$ cat config.mk
export PLATFORM = sky130hd
export DESIGN_NAME = jls_div
export DESIGN_NICKNAME = d
export VERILOG_FILES = /design/src/sv/jls_pkg.sv /design/src/sv/jls_div.sv
export SDC_FILE = /design/constraint.sdc
export NUM_CORES = 1
export LEC_CHECK = 0
export BUFFER_PORTS_ARGS = -buffer_cell sky130_fd_sc_hd__buf_2
export CORE_ASPECT_RATIO = 1.4
export CORE_UTILIZATION = 47
export DETAILED_ROUTE_END_ITERATION = 10
export PLACE_DENSITY = 0.69
export REMOVE_ABC_BUFFERS = 1
export SLEW_MARGIN = 20
export SYNTH_ARGS = -nofsm -noshare
export SYNTH_HDL_FRONTEND = slang
export SYNTH_SLANG_ARGS = --single-unit
$ cat constraint.sdc
create_clock -name aclk -period 5.7 [get_ports aclk]
set_clock_uncertainty 0.05 [all_clocks]
set_input_delay 0.57 -clock aclk [delete_from_list [all_inputs] [get_ports aclk]]
set_output_delay 0.57 -clock aclk [all_outputs]
set_load 0.02 [all_outputs]
$ cat src/sv/jls_pkg.sv
// Shared types and constants of the complex Jacobi solver.
package jls_pkg;

    localparam int DATA_W        = 32;
    localparam int MAX_SIZE_DEF  = 16;
    localparam int FRAC_BITS_DEF = 16;

    localparam logic [1:0] KIND_MAT   = 2'd0;
    localparam logic [1:0] KIND_RHS   = 2'd1;
    localparam logic [1:0] KIND_START = 2'd2;
    localparam logic [1:0] KIND_NONE  = 2'd3;

    localparam logic [1:0] REG_SIZE  = 2'd0;
    localparam logic [1:0] REG_MAXIT = 2'd1;
    localparam logic [1:0] REG_TOL   = 2'd2;

    typedef struct packed {
        logic [DATA_W-1:0] re;
        logic [DATA_W-1:0] im;
    } cplx_t;

    typedef struct packed {
        logic shift;
        logic load;
        logic clear;
    } ring_ctl_t;

endpackage

$ cat src/sv/jls_div.sv
// Bit-serial restoring divider: (mag << FRAC_BITS) / den, quotient capped at 2^33.
module jls_div #(
    parameter int FRAC_BITS = jls_pkg::FRAC_BITS_DEF
) (
    input  logic        aclk,
    input  logic        aresetn,
    input  logic        start,
    input  logic [63:0] mag,
    input  logic [63:0] den,
    output logic        done,
    output logic [33:0] quot
);

    localparam int NW = 64 + FRAC_BITS;
    localparam int CW = $clog2(NW + 1);

    logic [NW-1:0] num_reg;
    logic [63:0]   rem_reg;
    logic [63:0]   den_reg;
    logic [33:0]   q_reg;
    logic [CW-1:0] cnt_reg;
    logic          done_reg;
    logic [64:0]   trial;
    logic          ge;
    logic [64:0]   diff;

    assign trial = {rem_reg, num_reg[NW-1]};
    assign ge    = trial >= {1'b0, den_reg};
    assign diff  = trial - {1'b0, den_reg};

    always_ff @(posedge aclk) begin
        if (!aresetn) begin
            cnt_reg  <= '0;
            done_reg <= 1'b0;
        end else begin
            done_reg <= 1'b0;
            if (start) begin
                num_reg <= {mag, {FRAC_BITS{1'b0}}};
                den_reg <= den;
                rem_reg <= '0;
                q_reg   <= '0;
                cnt_reg <= CW'(NW);
            end else if (cnt_reg != '0) begin
                rem_reg <= ge ? diff[63:0] : trial[63:0];
                if (q_reg >= 34'h2_0000_0000) begin
                    q_reg <= 34'h2_0000_0000;
                end else begin
                    q_reg <= {q_reg[32:0], ge};
                end
                num_reg <= {num_reg[NW-2:0], 1'b0};
                cnt_reg <= cnt_reg - 1'b1;
                if (cnt_reg == CW'(1)) begin
                    done_reg <= 1'b1;
                end
            end
        end
    end

    assign done = done_reg;
    assign quot = q_reg;

endmodule

==> results.ini <==
[run_status]
status = finished clean

[synthesis]
synthesis.instances = 1202
ys_top_cells_by_count = edfxtp_1, nor2_1, a21oi_1, inv_1, nand2_1
synth_top_area_share_pct = 51.0
synth_edf_count = 226
synth_seq_area_share_pct = 52.2
synth_top_area_cell = edfxtp_1
netlist_area_um2 = 13300
async_reset_ff_share_pct = 0
ys_types = 65
ys_seq_elements = 234
synthFlopType = edfxtp_1
syn_area_per_cell_um2 = 11.1
synth_most_common_cell = edfxtp_1
yosysWarnings = 0
synth.area.top_cells = edfxtp_1, ha_1, mux2_2, nor2_1, a21oi_1

[clocking]
post-cts-setup-buffer-count = 0
cts-hold-fix-buffers = 0
clk_latency_ps = 530
clk_path_buf_depth = 3
clk_pin_slew_ps = 70
cts_sinks = 234
tritoncts = built
cts_max_level = 1
numCtsBuffers = 24
cts_root_buffer = clkbuf_16
cts-resized-gates = 0

[finish]
final_cells = 1732
final_util_pct = 55.0
drive_above_1_share_pct = 20.8
final_area_um2 = 15300
area_growth_pct = 14.7
layout.nets = 1542
nFillCells = 2548

[global_routing]
grt_pass1_vias = 9695
grt_pass1_wl_mm = 48.0
grt_usage_pct = 20.9
grt_max_degree = 95
antenna_found_initial = 1
grt_remaining_overflow = 0

[sta]
layout_min_cycle_time_ps = 4150
setup_ws_ps = 1550
rsz0062_at_grt = no
finalHoldViolCount = 0
finalMaxSlewViolations = 0
timing.final.crit_share_pct = 72.8
fmax_mhz = 241
slew_headroom_pct = 28.4
final-setup-viol-count = 0
worst_pin_slew_ps = 1050
fin_setup_tns_ps = 0
worst_hold_slack_ps = 162

[die]
die_w_um = 144
die-area_um2 = 29000
initial_utilization_pct = 47.9
rows = 72
coreArea_um2 = 27700
ios = 166
fp.dieH_um = 201

[placement]
dp_hpwl_mm = 21.6
numPortBuffers = 165
dpl_worst_slack_ps = 1600
place_area_um2 = 14400
dpl.cell_count = 1688
place_congestion = 0.898

[route]
drt-vias-per-instance = 5.55
wire_per_inst_um = 17.4
first_pass_iters = 6
drt-initial-drc-count = 475
vias = 9605
ant_nets = 0
drc = 0
finalWirelength_mm = 30.1

[hold_path]
hold_path_end = den_reg[15]
hold_path.class = in -> reg
min_from = den[15]
holdPathStages = 1

[power_and_ir_drop]
ir_worst_vdd_v = 0.000263
powerDensity_nw_per_um2 = 386
power.leakage_nw = 6.18
p_total_mw = 5.89

[critical_path]
crit-reg2reg-capture = rem_reg[13]
worst_setup_path_end_kind = register
cp.arrival_ps = 4350
r2r-start = rem_reg[17]
cp_data_required_time_ps = 5900
ff2ff_setup_slack_ps = 1550
path_max_fanout = 19
setup.worst_path.class = reg -> reg
reg2regPathDepth = 10
crit_path_start_kind = register

[job]
maxCapViolations = 0

-- worst max-delay path by stage --
stage / start / to / cells past startpoint
finish: rem_reg[17] / rem_reg[13] / 10
global route: num_reg[79] / rem_reg[62] / 12
CTS: rem_reg[18] / rem_reg[13] / 10
detailed placement: rem_reg[17] / rem_reg[26] / 10
global placement: num_reg[79] / rem_reg[62] / 12
floorplan: rem_reg[19] / rem_reg[47] / 9
-- cell families after synthesis --
group,after synthesis,share of synthesized area (%)
xor+xnor,59,3.88
mux,98,7.97
fa+ha+maj,67,6.36
compound gates,257,12.8
flops,234,52.2
simple gates,350,12.6
buf+inv,137,4.11
-- cell type report --
cell class	count	area (um^2)	area share, %
Sequential cell	234	6950	45.5
Clock inverter	17	204	1.34
Tap cell	370	463	3.03
Antenna cell	1	2.50	0.0164
Multi-Input combinational cell	831	5820	38.1
Inverter	81	304	1.99
Timing Repair Buffer	172	893	5.85
Clock buffer	26	629	4.12
-- per-layer routing --
layer,GRT usage [%],share of wire (%),vias to the layer above
met5,0,0,-
met4,8.98,3.9,0
met3,3.89,5.5,75
met2,37.3,51,254
met1,24.0,40,4567
li1,-,-,4709
-- power by group --
part	total [mW]	internal [mW]	switching (mW)
clock	1.67	0.983	0.683
combinational	1.94	0.763	1.17
sequential	2.28	2.18	0.0988
total	5.89	3.93	1.96
-- placed cells by master, fill, tap and decap left out, types with 13 or more instances in the layout --
master / Yosys / layout
mux2i_1: 35 / 35
mux2_2: 63 / 63
nor2_1: 122 / 122
nand3_1: 16 / 16
nand4_1: 28 / 28
o21bai_1: 16 / 16
o21ai_0: 40 / 40
a211oi_1: 20 / 20
nand2_1: 74 / 74
buf_2: 8 / 164
xor2_1: 20 / 20
ha_1: 66 / 66
clkbuf_16: 0 / 25
a21oi_1: 81 / 81
xnor2_1: 39 / 39
edfxtp_1: 226 / 226
inv_1: 81 / 81
nor3_1: 20 / 20
nand2b_1: 13 / 13
and2_1: 37 / 36
a21o_1: 18 / 18
-- critical path: stages (launching register included) --
cell and delay, ps:
edfxtp_1 390, ha_1 390, nand2_1 180, o221ai_2 250, a21oi_1 180, or4_1 490
o21a_1 270, o41ai_4 900, buf_4 440, mux2i_1 260, nor2_1 50
(Power assumes the default switching activity.)
