==> src/sv/jls_pkg.sv <==
// Shared types and constants of the complex Jacobi solver.
package jls_pkg;

    localparam int DATA_W        = 32;
    localparam int MAX_SIZE_DEF  = 16;
    localparam int FRAC_BITS_DEF = 16;

    localparam logic [1:0] KIND_MAT   = 2'd0;
    localparam logic [1:0] KIND_RHS   = 2'd1;
    localparam logic [1:0] KIND_START = 2'd2;
    localparam logic [1:0] KIND_NONE  = 2'd3;

    localparam logic [1:0] REG_SIZE  = 2'd0;
    localparam logic [1:0] REG_MAXIT = 2'd1;
    localparam logic [1:0] REG_TOL   = 2'd2;

    typedef struct packed {
        logic [DATA_W-1:0] re;
        logic [DATA_W-1:0] im;
    } cplx_t;

    typedef struct packed {
        logic shift;
        logic load;
        logic clear;
    } ring_ctl_t;

endpackage

==> src/sv/jls_cell.sv <==
// One ring cell: holds guess, next guess and right-hand side of one unknown.
module jls_cell (
    input  logic               aclk,
    input  jls_pkg::ring_ctl_t ctl,
    input  logic               nxt_we,
    input  logic               rhs_we,
    input  jls_pkg::cplx_t     wdata,
    input  jls_pkg::cplx_t     cur_in,
    input  jls_pkg::cplx_t     rhs_in,
    output jls_pkg::cplx_t     cur_out,
    output jls_pkg::cplx_t     rhs_out
);

    jls_pkg::cplx_t cur_reg;
    jls_pkg::cplx_t nxt_reg;
    jls_pkg::cplx_t rhs_reg;

    always_ff @(posedge aclk) begin
        if (ctl.clear) begin
            cur_reg <= '0;
            nxt_reg <= '0;
        end else begin
            if (ctl.load) begin
                cur_reg <= nxt_reg;
            end else if (ctl.shift) begin
                cur_reg <= cur_in;
            end
            if (nxt_we) begin
                nxt_reg <= wdata;
            end
        end
        if (rhs_we) begin
            rhs_reg <= wdata;
        end else if (ctl.shift) begin
            rhs_reg <= rhs_in;
        end
    end

    assign cur_out = cur_reg;
    assign rhs_out = rhs_reg;

endmodule

==> config.mk <==
export PLATFORM = sky130hd
export DESIGN_NAME = jls_cell
export DESIGN_NICKNAME = d
export VERILOG_FILES = /design/src/sv/jls_pkg.sv /design/src/sv/jls_cell.sv
export SDC_FILE = /design/constraint.sdc
export NUM_CORES = 1
export LEC_CHECK = 0
export ABC_AREA = 1
export BUFFER_PORTS_ARGS = -buffer_cell sky130_fd_sc_hd__buf_2
export CORE_MARGIN = 2
export CORE_UTILIZATION = 45
export DETAILED_ROUTE_END_ITERATION = 16
export PLACE_DENSITY = 0.75
export SYNTH_ARGS = -nofsm -noshare
export SYNTH_HDL_FRONTEND = slang
export SYNTH_SLANG_ARGS = --single-unit
==> constraint.sdc <==
create_clock -name aclk -period 6.1 [get_ports aclk]
set_input_delay 0.61 -clock aclk [delete_from_list [all_inputs] [get_ports aclk]]
set_output_delay 0.61 -clock aclk [all_outputs]
set_load 0.03 [all_outputs]
==> flow_summary_export.csv, run 1 <==
group,metric,value,unit
critical_path,path_class,"in2reg",
critical_path,slowest_stage,"nand2_4",
place,io_buffers,325,
synthesis,yosysTopAreaCell,"dfxtp_1",
route,vias_per_cell,4.779,
final_layout,area.growth.synth_to_final,26.00,%
min_path,hold_end,"cur_out[30]",
cts,cts-htree-levels,4,
critical_path,crit_chain,"buf_2 -> inv_2 -> buf_4 -> nand2_4",
route,vias,7757,
floorplanning,die_w,139.7,um
final_layout,final_cell_mix,"nand2_1, buf_2, inv_1",
cts,cts_resized,0,
critical_path,path_max_fanout,64,
synthesis,synth_fp_nets,1296,
route,drtIter0Drc,351,
sta,fin_skew,0.009080,ns
synthesis,yosysWarnings,0,
final_layout,regArea,4484,um2
min_path,min_from,"cur_in[30]",
sta,drv_slew,0,
floorplanning,ios,326,
sta,max_freq,461.8,MHz
synthesis,synthesis.area,8292,um2
critical_path,worstPathArrival,2.13,ns
power,vdd_ir_drop_max,0.0001857,V
grt,grt_pass1_wl,35.75,mm
synthesis,yosysSeqAreaShare,0.5408,
grt,antenna_found_initial,2,
final_layout,fin_nets,1579,
synthesis,synth.avg_cell_area,7.552,um2
sta,tightest_slew,1.130,ns
sta,fin_crit,2.165,ns
critical_path,reg2reg_slack,5.33,ns
final_layout,drive_gt1_frac,0.2704,
sta,hold_viol_final,0,
final_layout,n_antenna_cell,0,
cts,cts_tree,"yes",
floorplanning,core_area,18020,um2
route,firstDrtPassIters,5,
floorplanning,fp.dieH,139.7,um
critical_path,crit_required,6.07,ns
cts,clk_path_buf_depth,2,
place,dpl.hpwl,15.05,mm
critical_path,r2r_start,"nxt_reg[19]",
critical_path,crit_path_max_incr_delay,0.66,ns
power,power_density,294.1,nW/um2
cts,clock-root-buffer,"clkbuf_16",
sta,fin_tns_setup,0,ns
critical_path,worstReg2RegEnd,"cur_out[19]",
grt,grt_max_degree,74,
cts,clkSinkCount,192,
final_layout,fill_cells,1672,
route,antenna_left,0,
place,finalWeightedCongestion,0.8117,
min_path,holdPathStages,3,
critical_path,crit_buf_inv,3,
synthesis,synthTopCellsByArea,"dfxtp_1, edfxtp_1, nand2_1",
critical_path,startpoint_type,"input port",
route,drcViolationCount,0,
cts,clk_latency,0.43,ns
sta,period_share,0.3550,
synthesis,ys_types,15,
critical_path,r2r_cells,4,
synthesis,ys_ff_latch,192,
floorplanning,die_area,19530,um2
final_layout,final_common_cell,"nand2_1",
route,wirelength,22.73,mm
critical_path,crit_path_end_kind,"register",
job,maxCapViolCount,0,
status,status,"completed",
power,p_leak,0.005118,uW
sta,setup_viol,0,
grt,overflow,0,
cts,cts_hold_buffers,0,
min_path,hold_class,"in2reg",
synthesis,synth.top_cell.area_share,0.3090,
critical_path,cp_top_family,"buffers and inverters",
cts,cts_setup_buffers,0,
grt,grt_pass1_vias,7156,
final_layout,multi_input_area,2954,um2
cts,clkTransAtPathRegs,0.08,ns
sta,holdWs,0.4048,ns
grt,grtUsageTotal,0.2267,
synthesis,synthesis.instances,1098,
route,drt-wirelength-per-cell,14.00,um
cts,cts_buffers,17,
sta,rsz0062_at_grt,"no",
floorplanning,num_rows,49,
floorplanning,start_util,0.4600,
sta,maxSlewHeadroom,0.2469,
[cells in the mapped netlist]
| cell | count |
|---|---|
| inv_2 | 2 |
| a21oi_2 | 10 |
| a21oi_1 | 118 |
| nor3_2 | 1 |
| nor3_1 | 58 |
| buf_2 | 37 |
| clkbuf_1 | 15 |
| nor2_1 | 69 |
| nor2_8 | 1 |
| nand2_1 | 450 |
| dfxtp_1 | 128 |
| inv_1 | 130 |
| buf_6 | 9 |
| buf_1 | 6 |
| edfxtp_1 | 64 |
[worst max-delay path by stage]
stage / startpoint / endpoint / slack [ns] / depth (start not counted)
finish: ctl[2] / rhs_out[28] / 3.93 / 4
global route: ctl[2] / rhs_out[31] / 3.84 / 4
CTS: ctl[2] / rhs_out[15] / 3.93 / 4
detailed placement: ctl[2] / rhs_out[26] / 3.48 / 4
global placement: ctl[2] / rhs_out[63] / 3.53 / 4
floorplan: rhs_we / rhs_out[0] / 3.33 / 4
[where the power goes]
part           internal, uW  leakage [uW]  switching (uW)  total [uW]
clock                   536      0.000267             532        1070
sequential             1430       0.00172            37.9        1470
combinational           165       0.00313             374         539
[metal layers]
metal	share of wire	wire length, um	track usage
met1	0.43	9694	0.2893
met2	0.47	10780	0.3810
met3	0.084	1912	0.05575
met4	0.015	342	0.06895
met5	0	0	0
[stage by stage]
| step | util | total power (uW) | setup WS [ns] | area, um2 | instances |
|---|---|---|---|---|---|
| CTS | 0.5796 | 3092 | 3.935 | 10450 | 1623 |
| global route | 0.5796 | 3186 | 3.842 | 10450 | 1623 |
| finish | 0.5796 | 3072 | 3.935 | 10450 | 1623 |
| global placement | 0.5491 | 2028 | 3.534 | 9897 | 1591 |
| floorplan | - | 1846 | 3.333 | 8292 | 1098 |
| detailed placement | 0.5491 | 2036 | 3.475 | 9897 | 1591 |
[worst reg2reg max path, stage by stage, from the launching register on]
cell	delay (ns)
dfxtp_1	0.35
inv_1	0.05
a21oi_1	0.16
nand2_1	0.07
nor2_1	0.09
[kinds of logic after synthesis]
kind of cell	synth area share
AOI/OAI and AO/OA	0.08179
and+or+nand+nor	0.2736
DFF	0.5408
buffers and inverters	0.1038
[final cells by class]
class                      count  area share
sequential                   192      0.4292
multi-input combinational    707      0.2828
clock inverter                15     0.01198
tap                          229     0.02743
clock buffer                  17     0.04072
inverter                     132     0.04743
timing repair buffer         331      0.1605
Power figures use the tool's default switching activity.
==> inputs of run 2 (changes only) <==
==> constraint.sdc (replaced) <==
create_clock -name aclk -period 2.1 [get_ports aclk]
set_input_delay 0.21 -clock aclk [delete_from_list [all_inputs] [get_ports aclk]]
set_output_delay 0.21 -clock aclk [all_outputs]
set_load 0.03 [all_outputs]
==> flow_summary_export.csv, run 2 (synthesis results as in run 1) <==
group,metric,value,unit
final_layout,fill_cells,1682,
critical_path,crit_path_end_kind,"register",
place,io_buffers,325,
sta,hold_viol_final,0,
sta,maxSlewHeadroom,0.5210,
floorplanning,start_util,0.4600,
place,dpl.hpwl,16.26,mm
floorplanning,die_w,139.7,um
final_layout,drive_gt1_frac,0.2754,
critical_path,reg2reg_slack,1.24,ns
route,firstDrtPassIters,5,
final_layout,fin_nets,1601,
critical_path,crit_required,2.27,ns
place,dp.cells,1605,
floorplanning,die_area,19530,um2
cts,cts_tree,"yes",
final_layout,final_cells,1646,
min_path,holdPathStages,3,
floorplanning,num_rows,49,
final_layout,final_common_cell,"nand2_1",
critical_path,r2r_cells,4,
power,power_density,847.2,nW/um2
sta,max_freq,773.3,MHz
critical_path,path_class,"in2reg",
floorplanning,fp.dieH,139.7,um
cts,clkTransAtPathRegs,0.07,ns
sta,fin_crit,1.293,ns
place,finalWeightedCongestion,0.8563,
critical_path,worstReg2RegEnd,"cur_out[32]",
sta,rsz0062_at_grt,"no",
grt,grtUsageTotal,0.2407,
cts,cts_buffers,17,
power,p_leak,0.005254,uW
route,drt-wirelength-per-cell,14.52,um
sta,fin_skew,0.007022,ns
min_path,hold_class,"in2reg",
route,vias,7984,
sta,drv_slew,0,
floorplanning,core_area,18020,um2
sta,fin_tns_setup,0,ns
status,status,"completed",
cts,clk_path_buf_depth,2,
grt,grt_pass1_wl,38.02,mm
floorplanning,ios,326,
route,vias_per_cell,4.851,
grt,overflow,0,
cts,cts_resized,0,
cts,cts-htree-levels,4,
critical_path,worstPathArrival,1.47,ns
route,drtIter0Drc,378,
critical_path,startpoint_type,"input port",
final_layout,final_cell_mix,"nand2_1, buf_2, inv_1",
route,drcViolationCount,0,
route,wirelength,23.91,mm
grt,antenna_found_initial,1,
cts,cts_setup_buffers,0,
power,finalPower,9091,uW
final_layout,area.growth.synth_to_final,29.41,%
sta,period_share,0.6158,
sta,setup_viol,0,
min_path,hold_end,"cur_out[43]",
critical_path,r2r_start,"nxt_reg[32]",
sta,holdWs,0.01515,ns
sta,tightest_slew,0.7185,ns
grt,grt_max_degree,65,
route,antenna_left,0,
min_path,min_from,"cur_in[43]",
job,maxCapViolCount,0,
critical_path,path_max_fanout,34,
grt,grt_pass1_vias,7731,
cts,clk_latency,0.42,ns
cts,clkSinkCount,192,
power,vdd_ir_drop_max,0.0005315,V
cts,clock-root-buffer,"clkbuf_16",
## run 2: routing by layer
metal | track usage | share of wire | wire (um)
met4 | 0.09947 | 0.029 | 695
met1 | 0.2974 | 0.41 | 9889
met3 | 0.05368 | 0.082 | 1951
met5 | 0 | 0 | 0
met2 | 0.4074 | 0.48 | 11370
## run 2: timing repair
action	in CTS	in global routing
hold endpoints to repair	8	0
setup endpoints to repair	0	0
hold buffers	8	0
## run 2: where the power goes
part | switching [uW] | internal [uW]
clock | 1440 | 1770
sequential | 112 | 4150
combinational | 1110 | 518
## run 2: final cells by class
class | count | area, um2 | share of cell area
clock buffers | 20 | 436.7 | 0.04069
repair buffers | 353 | 1937 | 0.1805
inverters | 132 | 495.5 | 0.04618
flip-flops and latches | 192 | 4484 | 0.4179
multi-input cells | 707 | 2954 | 0.2753
well taps | 229 | 286.5 | 0.02670
clock inverters | 12 | 133.9 | 0.01248
diodes | 1 | 2.502 | 0.0002332
## run 2: per-stage QoR
| step | worst slack, ns | util | area (um2) |
|---|---|---|---|
| 6_report | 0.8068 | 0.5953 | 10730 |
| 5_1_grt | 0.7099 | 0.5952 | 10730 |
| 4_1_cts | 0.7958 | 0.5952 | 10730 |
| 3_5_place_dp | 0.3416 | 0.5591 | 10080 |
| 3_3_place_gp | 0.3750 | 0.5591 | 10080 |
| 2_1_floorplan | 0.3580 | - | 8294 |
## run 2: how the worst max path moves through the flow
| stage | start | to | slack, ns |
|---|---|---|---|
| after CTS | rhs_we | rhs_out[46] | 0.80 |
| final | rhs_we | rhs_out[46] | 0.81 |
| after detailed placement | rhs_we | rhs_out[47] | 0.34 |
| after floorplan | rhs_we | rhs_out[0] | 0.36 |
| after global routing | rhs_we | rhs_out[44] | 0.71 |
| after global placement | rhs_we | rhs_out[44] | 0.37 |
## run 2: worst max-delay path, cell delays in order
cell and delay, ns:
buf_2 0.11, inv_2 0.48, nand2_4 0.33, buf_4 0.31
